[src/hdl/rau_pkg.sv]
// Package: widths, codes and structs shared by the rational arithmetic unit.
package rau_pkg;

	localparam int WIDTH = 16;
	localparam int DW    = 2 * WIDTH;
	localparam int KW    = $clog2(DW);

	typedef enum logic [2:0] {
		CMD_ADD  = 3'd0,
		CMD_SUB  = 3'd1,
		CMD_MUL  = 3'd2,
		CMD_DIV  = 3'd3,
		CMD_NEG  = 3'd4,
		CMD_INV  = 3'd5,
		CMD_NORM = 3'd6
	} cmd_t;

	typedef enum logic [1:0] {
		STAT_OK   = 2'd0,
		STAT_ZDEN = 2'd1,
		STAT_OVF  = 2'd2
	} res_status_t;

	typedef enum logic [3:0] {
		DP_IDLE,
		DP_LOAD,
		DP_PRE_R,
		DP_PRE_L,
		DP_PROD_A,
		DP_PROD_B,
		DP_PROD_D,
		DP_GCD_INIT,
		DP_GCD_STEP,
		DP_DIV_INIT,
		DP_DIV_STEP,
		DP_FIX_R,
		DP_FIX_OUT
	} dp_op_t;

	typedef enum logic [3:0] {
		S_IDLE,
		S_PRE_R,
		S_PRE_L,
		S_PROD_A,
		S_PROD_B,
		S_PROD_D,
		S_RED,
		S_GCD,
		S_DIV,
		S_FIX
	} state_t;

	typedef struct packed {
		logic [2:0]              command;
		logic signed [WIDTH-1:0] left_num;
		logic signed [WIDTH-1:0] left_den;
		logic signed [WIDTH-1:0] right_num;
		logic signed [WIDTH-1:0] right_den;
	} in_t;

	typedef struct packed {
		logic signed [WIDTH-1:0] result_num;
		logic [WIDTH-2:0]        result_den;
		logic [1:0]              status;
	} out_t;

	typedef struct packed {
		dp_op_t     op;
		logic [2:0] cmd;
	} ctl_t;

	typedef struct packed {
		logic any_zero;
		logic gcd_eq;
		logic div_last;
		logic out_full;
	} sts_t;

endpackage

[src/hdl/rational_arithmetic_unit.sv]
// Rational arithmetic unit: two signed fractions in, one reduced fraction out.
//
// Input channel in_valid/in_ready/in_data carries a command and two fractions.
// Output channel out_valid/out_ready/out_data carries the reduced numerator, the
// nonnegative denominator and a status (ok, zero denominator, overflow).
// One item is worked at a time; in_ready is high only while the block is idle.
// When the numerator or the denominator to reduce is zero, gcd and divide are
// skipped. Otherwise the time to output valid is set by the binary gcd, one step
// per cycle over up to 32-bit magnitudes, followed by a 32-step restoring divide
// of numerator and denominator in parallel.
// Subtract and divide run this reduction twice, first on the right operand alone.
// Cross products use one shared 16x16 multiplier, one product after another.
// The result sits in an output register; the next input beat is accepted while
// it waits. If the receiver stalls, the following item finishes and then holds
// until the register is free.
// Reset clears the controller and the output valid; no result is pending.
module rational_arithmetic_unit import rau_pkg::*; (
	input  logic clk,
	input  logic arst_n,
	input  logic in_valid,
	output logic in_ready,
	input  in_t  in_data,
	output logic out_valid,
	input  logic out_ready,
	output out_t out_data
);

	ctl_t ctl;
	sts_t sts;

	rau_ctrl u_ctrl (
		.clk      (clk),
		.arst_n   (arst_n),
		.in_valid (in_valid),
		.in_cmd   (in_data.command),
		.in_ready (in_ready),
		.sts      (sts),
		.ctl      (ctl)
	);

	rau_dp u_dp (
		.clk       (clk),
		.arst_n    (arst_n),
		.in_data   (in_data),
		.ctl       (ctl),
		.sts       (sts),
		.out_valid (out_valid),
		.out_ready (out_ready),
		.out_data  (out_data)
	);

endmodule

[src/hdl/rau_ctrl.sv]
// Controller: sequences load, products, gcd, divide and fix-up for one item.
module rau_ctrl import rau_pkg::*; (
	input  logic       clk,
	input  logic       arst_n,
	input  logic       in_valid,
	input  logic [2:0] in_cmd,
	output logic       in_ready,
	input  sts_t       sts,
	output ctl_t       ctl
);

	state_t     state_q, state_d;
	logic [2:0] cmd_q, cmd_d;
	logic       pre_q, pre_d;
	logic       add_like;

	assign add_like = (cmd_q == CMD_ADD) || (cmd_q == CMD_SUB);

	// State register
	always_ff @(posedge clk or negedge arst_n) begin
		if (!arst_n) begin
			state_q <= S_IDLE;
			cmd_q   <= CMD_ADD;
			pre_q   <= 1'b0;
		end else begin
			state_q <= state_d;
			cmd_q   <= cmd_d;
			pre_q   <= pre_d;
		end
	end

	// Next state and datapath command
	always_comb begin
		state_d  = state_q;
		cmd_d    = cmd_q;
		pre_d    = pre_q;
		in_ready = 1'b0;
		ctl.op   = DP_IDLE;
		ctl.cmd  = cmd_q;
		unique case (state_q)
			S_IDLE: begin
				in_ready = 1'b1;
				if (in_valid) begin
					ctl.op = DP_LOAD;
					cmd_d  = in_cmd;
					unique case (in_cmd) inside
						CMD_SUB, CMD_DIV: state_d = S_PRE_R;
						CMD_ADD, CMD_MUL: state_d = S_PROD_A;
						default:          state_d = S_PRE_L;
					endcase
				end
			end
			S_PRE_R: begin
				ctl.op  = DP_PRE_R;
				pre_d   = 1'b1;
				state_d = S_RED;
			end
			S_PRE_L: begin
				ctl.op  = DP_PRE_L;
				pre_d   = 1'b0;
				state_d = S_RED;
			end
			S_PROD_A: begin
				ctl.op  = DP_PROD_A;
				state_d = add_like ? S_PROD_B : S_PROD_D;
			end
			S_PROD_B: begin
				ctl.op  = DP_PROD_B;
				state_d = S_PROD_D;
			end
			S_PROD_D: begin
				ctl.op  = DP_PROD_D;
				pre_d   = 1'b0;
				state_d = S_RED;
			end
			S_RED: begin
				ctl.op  = DP_GCD_INIT;
				state_d = sts.any_zero ? S_FIX : S_GCD;
			end
			S_GCD: begin
				if (sts.gcd_eq) begin
					ctl.op  = DP_DIV_INIT;
					state_d = S_DIV;
				end else begin
					ctl.op = DP_GCD_STEP;
				end
			end
			S_DIV: begin
				ctl.op = DP_DIV_STEP;
				if (sts.div_last) state_d = S_FIX;
			end
			S_FIX: begin
				if (pre_q) begin
					ctl.op  = DP_FIX_R;
					state_d = S_PROD_A;
				end else if (!sts.out_full) begin
					ctl.op  = DP_FIX_OUT;
					state_d = S_IDLE;
				end
			end
			default: state_d = S_IDLE;
		endcase
	end

endmodule

[src/hdl/rau_dp.sv]
// Datapath: operand registers, shared multiplier, binary gcd, dual divider, output beat.
module rau_dp import rau_pkg::*; (
	input  logic clk,
	input  logic arst_n,
	input  in_t  in_data,
	input  ctl_t ctl,
	output sts_t sts,
	output logic out_valid,
	input  logic out_ready,
	output out_t out_data
);

	localparam logic [DW-1:0] HALF = DW'(1) << (WIDTH - 1);

	logic             lnn_q, ldn_q, rnn_q, rdn_q;
	logic [WIDTH-1:0] lnm_q, ldm_q, rnm_q, rdm_q;
	logic [DW-1:0]    m1_q, m2_q;
	logic             wn_neg_q, wd_neg_q;
	logic [DW-1:0]    wn_q, wd_q;
	logic [DW-1:0]    ga_q, gb_q, g_q, rn_q, rd_q;
	logic [KW-1:0]    gk_q, cnt_q;
	out_t             out_q;
	logic             out_valid_q;

	logic [WIDTH-1:0] ma, mb;
	logic [DW-1:0]    prod;
	logic             s1, s2;
	logic [DW:0]      tn, td;
	logic             fx_nneg;
	logic [DW-1:0]    fx_dm;
	logic             fits;
	logic             add_like;

	function automatic logic [WIDTH-1:0] mag_of(input logic [WIDTH-1:0] v);
		return v[WIDTH-1] ? (~v + WIDTH'(1)) : v;
	endfunction

	assign add_like = (ctl.cmd == CMD_ADD) || (ctl.cmd == CMD_SUB);

	// Share one multiplier across the three cross products
	always_comb begin
		ma = lnm_q;
		mb = rdm_q;
		case (ctl.op)
			DP_PROD_A: begin
				ma = lnm_q;
				mb = add_like ? rdm_q : rnm_q;
			end
			DP_PROD_B: begin
				ma = rnm_q;
				mb = ldm_q;
			end
			DP_PROD_D: begin
				ma = ldm_q;
				mb = rdm_q;
			end
			default: begin
				ma = lnm_q;
				mb = rdm_q;
			end
		endcase
	end
	assign prod = DW'(ma) * DW'(mb);
	assign s1   = lnn_q ^ rdn_q;
	assign s2   = rnn_q ^ ldn_q;

	// Divider trial subtract
	assign tn = {rn_q, wn_q[DW-1]};
	assign td = {rd_q, wd_q[DW-1]};

	// Move sign to numerator, zero numerator gives 0/1
	always_comb begin
		fx_nneg = wn_neg_q;
		fx_dm   = wd_q;
		if (wd_q != '0 && wd_neg_q) fx_nneg = ~wn_neg_q;
		if (wn_q == '0) begin
			fx_nneg = 1'b0;
			fx_dm   = DW'(1);
		end
		fits = fx_nneg ? (wn_q <= HALF) : (wn_q < HALF);
		if (fx_dm >= HALF) fits = 1'b0;
	end

	assign sts.any_zero = (wn_q == '0) || (wd_q == '0);
	assign sts.gcd_eq   = (ga_q == gb_q);
	assign sts.div_last = (cnt_q == KW'(DW - 1));
	assign sts.out_full = out_valid_q && !out_ready;

	// Operand, work and iteration registers
	always_ff @(posedge clk) begin
		case (ctl.op)
			DP_LOAD: begin
				lnn_q <= in_data.left_num[WIDTH-1];
				lnm_q <= mag_of(in_data.left_num);
				ldn_q <= in_data.left_den[WIDTH-1];
				ldm_q <= mag_of(in_data.left_den);
				rnn_q <= in_data.right_num[WIDTH-1];
				rnm_q <= mag_of(in_data.right_num);
				rdn_q <= in_data.right_den[WIDTH-1];
				rdm_q <= mag_of(in_data.right_den);
			end
			DP_PRE_R: begin
				if (ctl.cmd == CMD_SUB) begin
					wn_neg_q <= ~rnn_q;
					wn_q     <= DW'(rnm_q);
					wd_neg_q <= rdn_q;
					wd_q     <= DW'(rdm_q);
				end else begin
					wn_neg_q <= rdn_q;
					wn_q     <= DW'(rdm_q);
					wd_neg_q <= rnn_q;
					wd_q     <= DW'(rnm_q);
				end
			end
			DP_PRE_L: begin
				case (ctl.cmd)
					CMD_NEG: begin
						wn_neg_q <= ~lnn_q;
						wn_q     <= DW'(lnm_q);
						wd_neg_q <= ldn_q;
						wd_q     <= DW'(ldm_q);
					end
					CMD_INV: begin
						wn_neg_q <= ldn_q;
						wn_q     <= DW'(ldm_q);
						wd_neg_q <= lnn_q;
						wd_q     <= DW'(lnm_q);
					end
					default: begin
						wn_neg_q <= lnn_q;
						wn_q     <= DW'(lnm_q);
						wd_neg_q <= ldn_q;
						wd_q     <= DW'(ldm_q);
					end
				endcase
			end
			DP_PROD_A: begin
				if (add_like) begin
					m1_q <= prod;
				end else begin
					wn_neg_q <= lnn_q ^ rnn_q;
					wn_q     <= prod;
				end
			end
			DP_PROD_B: m2_q <= prod;
			DP_PROD_D: begin
				wd_neg_q <= ldn_q ^ rdn_q;
				wd_q     <= prod;
				if (add_like) begin
					if (s1 == s2) begin
						wn_neg_q <= s1;
						wn_q     <= m1_q + m2_q;
					end else if (m1_q >= m2_q) begin
						wn_neg_q <= s1;
						wn_q     <= m1_q - m2_q;
					end else begin
						wn_neg_q <= s2;
						wn_q     <= m2_q - m1_q;
					end
				end
			end
			DP_GCD_INIT: begin
				ga_q <= wn_q;
				gb_q <= wd_q;
				gk_q <= '0;
			end
			DP_GCD_STEP: begin
				if (!ga_q[0] && !gb_q[0]) begin
					ga_q <= ga_q >> 1;
					gb_q <= gb_q >> 1;
					gk_q <= gk_q + KW'(1);
				end else if (!ga_q[0]) begin
					ga_q <= ga_q >> 1;
				end else if (!gb_q[0]) begin
					gb_q <= gb_q >> 1;
				end else if (ga_q > gb_q) begin
					ga_q <= (ga_q - gb_q) >> 1;
				end else begin
					gb_q <= (gb_q - ga_q) >> 1;
				end
			end
			DP_DIV_INIT: begin
				g_q   <= ga_q << gk_q;
				rn_q  <= '0;
				rd_q  <= '0;
				cnt_q <= '0;
			end
			DP_DIV_STEP: begin
				// Shift one quotient bit into each work register
				if (tn >= {1'b0, g_q}) begin
					rn_q <= DW'(tn - {1'b0, g_q});
					wn_q <= {wn_q[DW-2:0], 1'b1};
				end else begin
					rn_q <= tn[DW-1:0];
					wn_q <= {wn_q[DW-2:0], 1'b0};
				end
				if (td >= {1'b0, g_q}) begin
					rd_q <= DW'(td - {1'b0, g_q});
					wd_q <= {wd_q[DW-2:0], 1'b1};
				end else begin
					rd_q <= td[DW-1:0];
					wd_q <= {wd_q[DW-2:0], 1'b0};
				end
				cnt_q <= cnt_q + KW'(1);
			end
			DP_FIX_R: begin
				rnn_q <= fx_nneg;
				rnm_q <= wn_q[WIDTH-1:0];
				rdn_q <= 1'b0;
				rdm_q <= fx_dm[WIDTH-1:0];
			end
			DP_FIX_OUT: begin
				if (fits) begin
					out_q.result_num <= fx_nneg ? (~wn_q[WIDTH-1:0] + WIDTH'(1))
						: wn_q[WIDTH-1:0];
					out_q.result_den <= fx_dm[WIDTH-2:0];
					out_q.status     <= (fx_dm == '0) ? STAT_ZDEN : STAT_OK;
				end else begin
					out_q.result_num <= '0;
					out_q.result_den <= '0;
					out_q.status     <= STAT_OVF;
				end
			end
			default: ;
		endcase
	end

	// Output beat valid
	always_ff @(posedge clk or negedge arst_n) begin
		if (!arst_n) begin
			out_valid_q <= 1'b0;
		end else if (ctl.op == DP_FIX_OUT) begin
			out_valid_q <= 1'b1;
		end else if (out_ready) begin
			out_valid_q <= 1'b0;
		end
	end

	assign out_valid = out_valid_q;
	assign out_data  = out_q;

endmodule
[config.mk]
export PLATFORM = sky130hd
export DESIGN_NAME = rational_arithmetic_unit
export DESIGN_NICKNAME = d
export VERILOG_FILES = /design/src/hdl/rau_pkg.sv /design/src/hdl/rational_arithmetic_unit.sv /design/src/hdl/rau_ctrl.sv /design/src/hdl/rau_dp.sv
export SDC_FILE = /design/constraint.sdc
export NUM_CORES = 2
export LEC_CHECK = 0
export ABC_AREA = 1
export BUFFER_PORTS_ARGS = -buffer_cell sky130_fd_sc_hd__clkbuf_2
export CAP_MARGIN = 20
export CELL_PAD_IN_SITES_DETAIL_PLACEMENT = 1
export CELL_PAD_IN_SITES_GLOBAL_PLACEMENT = 1
export CORE_MARGIN = 2
export CORE_UTILIZATION = 39
export CTS_BUF_LIST = sky130_fd_sc_hd__clkbuf_16
export CTS_CLUSTER_DIAMETER = 40
export DETAILED_ROUTE_END_ITERATION = 8
export PLACE_DENSITY_LB_ADDON = 0.1
export REMOVE_ABC_BUFFERS = 1
export SLEW_MARGIN = 0
export SYNTH_ARGS = -nofsm -noshare
export SYNTH_HDL_FRONTEND = slang
export SYNTH_SLANG_ARGS = --single-unit
[constraint.sdc]
create_clock -name clk -period 13.4 [get_ports clk]
set_input_delay 2.01 -clock clk [delete_from_list [all_inputs] [get_ports clk]]
set_output_delay 2.01 -clock clk [all_outputs]
set_load 0.05 [all_outputs]
==> impl_metrics.tcl <==
set metrics [dict create \
    grt_max_degree 73 \
    crit_top_cell "fa_1" \
    h-tree-depth 3 \
    drtIter0Drc 3208 \
    die_area_um2 122000 \
    wire_per_inst_um 23.4 \
    rsz0062_at_grt "no" \
    cp.arrival_ns 9.11 \
    die_w_um 350 \
    slew-limit-headroom_pct 14.7 \
    hp-class "flop to flop" \
    drtPass1Iterations 5 \
    port_buffers 105 \
    yosys-top-cells-count "nand2_1, inv_1, nor2_1" \
    r2r_slack_ns 4.76 \
    yosys_warnings 0 \
    clockBufferDepth 3 \
    synthTopCellsByArea "edfxtp_1, nand2_1, inv_1" \
    routed_wl_mm 194 \
    antenna_left 0 \
    worstReg2RegStart "u_ctrl.state_q[0]" \
    routed_via_density 5.44 \
    drc 0 \
    crit_slowest_cell "xor2_1" \
    place_hpwl_mm 159 \
    seq_area_frac_synth_pct 26.3 \
    via_count 45000 \
    postCtsHoldBufs 0 \
    place_area_um2 48500 \
    postSynthCellCount 6583 \
    grtUsageTotal_pct 31.5 \
    finalClockSkew_ns 0.0376 \
    rows 126 \
    tightest_slew_ns 1.27 \
    whs_ns 0.539 \
    fmax_ghz 0.116 \
    grt_pass1_wl_mm 291 \
    async_flop_share_pct 2.20 \
    required_ns 13.87 \
    met3_usage_pct 3.65 \
    synth_top_area_share_pct 25.8 \
    worstRegToRegCells 28 \
    cp_max_fo 38 \
    holdPathEnd "u_dp.out_valid" \
    clockRootBuffer "clkbuf_16" \
    slew_violations 0 \
    yosys_register_bits 410 \
    synth_cell_types 71 \
    area_growth_pct 10.1 \
    period_needed_ns 8.64 \
    cap_viol_max_count 0 \
    setup.worst_path.start_class "flop" \
    grt.busiest_layer "met2" \
    synth_ff_type "edfxtp_1" \
    final.period_utilization_pct 64.5 \
    grt_use_met1_pct 43.1 \
    numCtsBuffers 82 \
    hold_depth 1 \
    post-cts-setup-buffers 0 \
    use_met2_pct 51.5 \
    synth_area_per_cell_um2 7.09 \
    slowest_delay_ns 0.70 \
    synth.largest_area_cell "edfxtp_1" \
    cts_tree "done" \
    synth_edf_count 401 \
    r2r-end "u_dp.wn_q[13]" \
    ios 106 \
    cts_num_sinks 410 \
    synth_area_um2 46700 \
    status "finished clean" \
    nNetsFinal 7208 \
    cts_resized 0 \
    grt_remaining_overflow 0 \
    insertion_delay_ns 0.65 \
    coreArea_um2 118000 \
    hold_violations 0 \
    grt_pass1_vias 46200 \
    nFillCells 15100 \
    die_h_um 350 \
    yosysMostFrequentCell "nand2_1" \
    hold_path_startpoint "u_ctrl.pre_q" \
    final_cell_area_um2 51400 \
    path_clk_slew_ns 0.05 \
    start_util_pct 39.4 \
    layout-drive-gt1-share_pct 7.11 \
    setup_tns_ns 0 \
    antenna_found_initial 1 \
    gp_congestion 1.01 \
    worstSetupPathType "flop to flop" \
    setup_viol 0 \
    end_kind "flop" \
]
-- cell type report --
| class | count | area (um^2) | share of cell area, % |
|---|---|---|---|
| antenna | 1 | 2.50 | 0.00487 |
| inverter | 1150 | 4330 | 8.43 |
| tap | 1600 | 2000 | 3.90 |
| clock buffer | 83 | 2080 | 4.04 |
| multi-input combinational | 4799 | 29000 | 56.5 |
| sequential | 410 | 12300 | 23.9 |
| clock inverter | 70 | 734 | 1.43 |
| timing repair buffer | 159 | 958 | 1.87 |
-- cell families after synthesis --
logic type	after synthesis	synth area share [%]
muxes	22	0.475
buffers and inverters	1374	11.7
and+or+nand+nor	2886	25.7
DFF	410	26.3
xor gates and xnor gates	214	4.02
AOI/OAI and AO/OA	1142	14.2
adders and majority gates	535	17.6
-- layer usage --
layer | wire length (um) | up-vias
met5 | 0 | -
met4 | 7210 | 0
met3 | 9610 | 319
met2 | 88600 | 1231
met1 | 88600 | 22200
li1 | - | 21200
-- per-stage QoR --
step / util (%) / worst slack, ns / std cells
after global routing: 43.4 / 4.27 / 8271
after detailed placement: 41.0 / 4.85 / 8115
after floorplan: - / 5.54 / 6359
after global placement: 41.0 / 4.97 / 8114
final: 43.4 / 4.76 / 8272
after CTS: 43.3 / 4.81 / 8268
-- state kept, by name (all words and copies together), names as in the netlist, 16 cells and up --
signal	count
u_dp.g_q	32
u_dp.ga_q	32
u_dp.gb_q	32
u_dp.ldm_q	16
u_dp.lnm_q	16
u_dp.m1_q	32
u_dp.m2_q	32
u_dp.out_data	33
u_dp.rd_q	32
u_dp.rdm_q	16
u_dp.rn_q	32
u_dp.rnm_q	16
u_dp.wd_q	32
u_dp.wn_q	32
-- critical path: cells and delay by family (launching register included) --
kind	cells	cell delay, ns
AO/OA/AOI/OAI	3	0.87
adder cells (fa/ha/maj)	7	3.44
flip-flops	1	0.47
XOR/XNOR	1	0.70
buffers and inverters	8	1.08
AND/OR/NAND/NOR	9	1.89
-- worst max path at each step --
stage                                 start  depth (start not counted)            end  slack (ns)
after floorplan           u_ctrl.state_q[0]                         30  u_dp.wn_q[15]        5.54
after global routing      u_ctrl.state_q[0]                         28  u_dp.wn_q[13]        4.27
after CTS                 u_ctrl.state_q[0]                         28  u_dp.wn_q[13]        4.81
after detailed placement  u_ctrl.state_q[0]                         28  u_dp.wn_q[13]        4.85
final                     u_ctrl.state_q[0]                         28  u_dp.wn_q[13]        4.76
after global placement    u_ctrl.state_q[0]                         28  u_dp.wn_q[13]        4.97
-- cell usage in the layout (no fill, tap or decap), types with 62 or more instances in the layout --
master,synthesis,layout
clkbuf_16,0,83
nor2_1,596,592
nand3_1,293,293
o211ai_1,70,70
fa_1,201,201
nand2_1,1740,1739
edfxtp_1,401,401
o21ai_0,391,389
ha_1,334,334
clkbuf_2,1,105
xor2_1,152,152
inv_1,1131,1132
nand4_1,62,62
a21oi_1,419,418
Power is not shown: default switching activity piles up to over one toggle a cycle in this logic, so the estimate is an artifact.
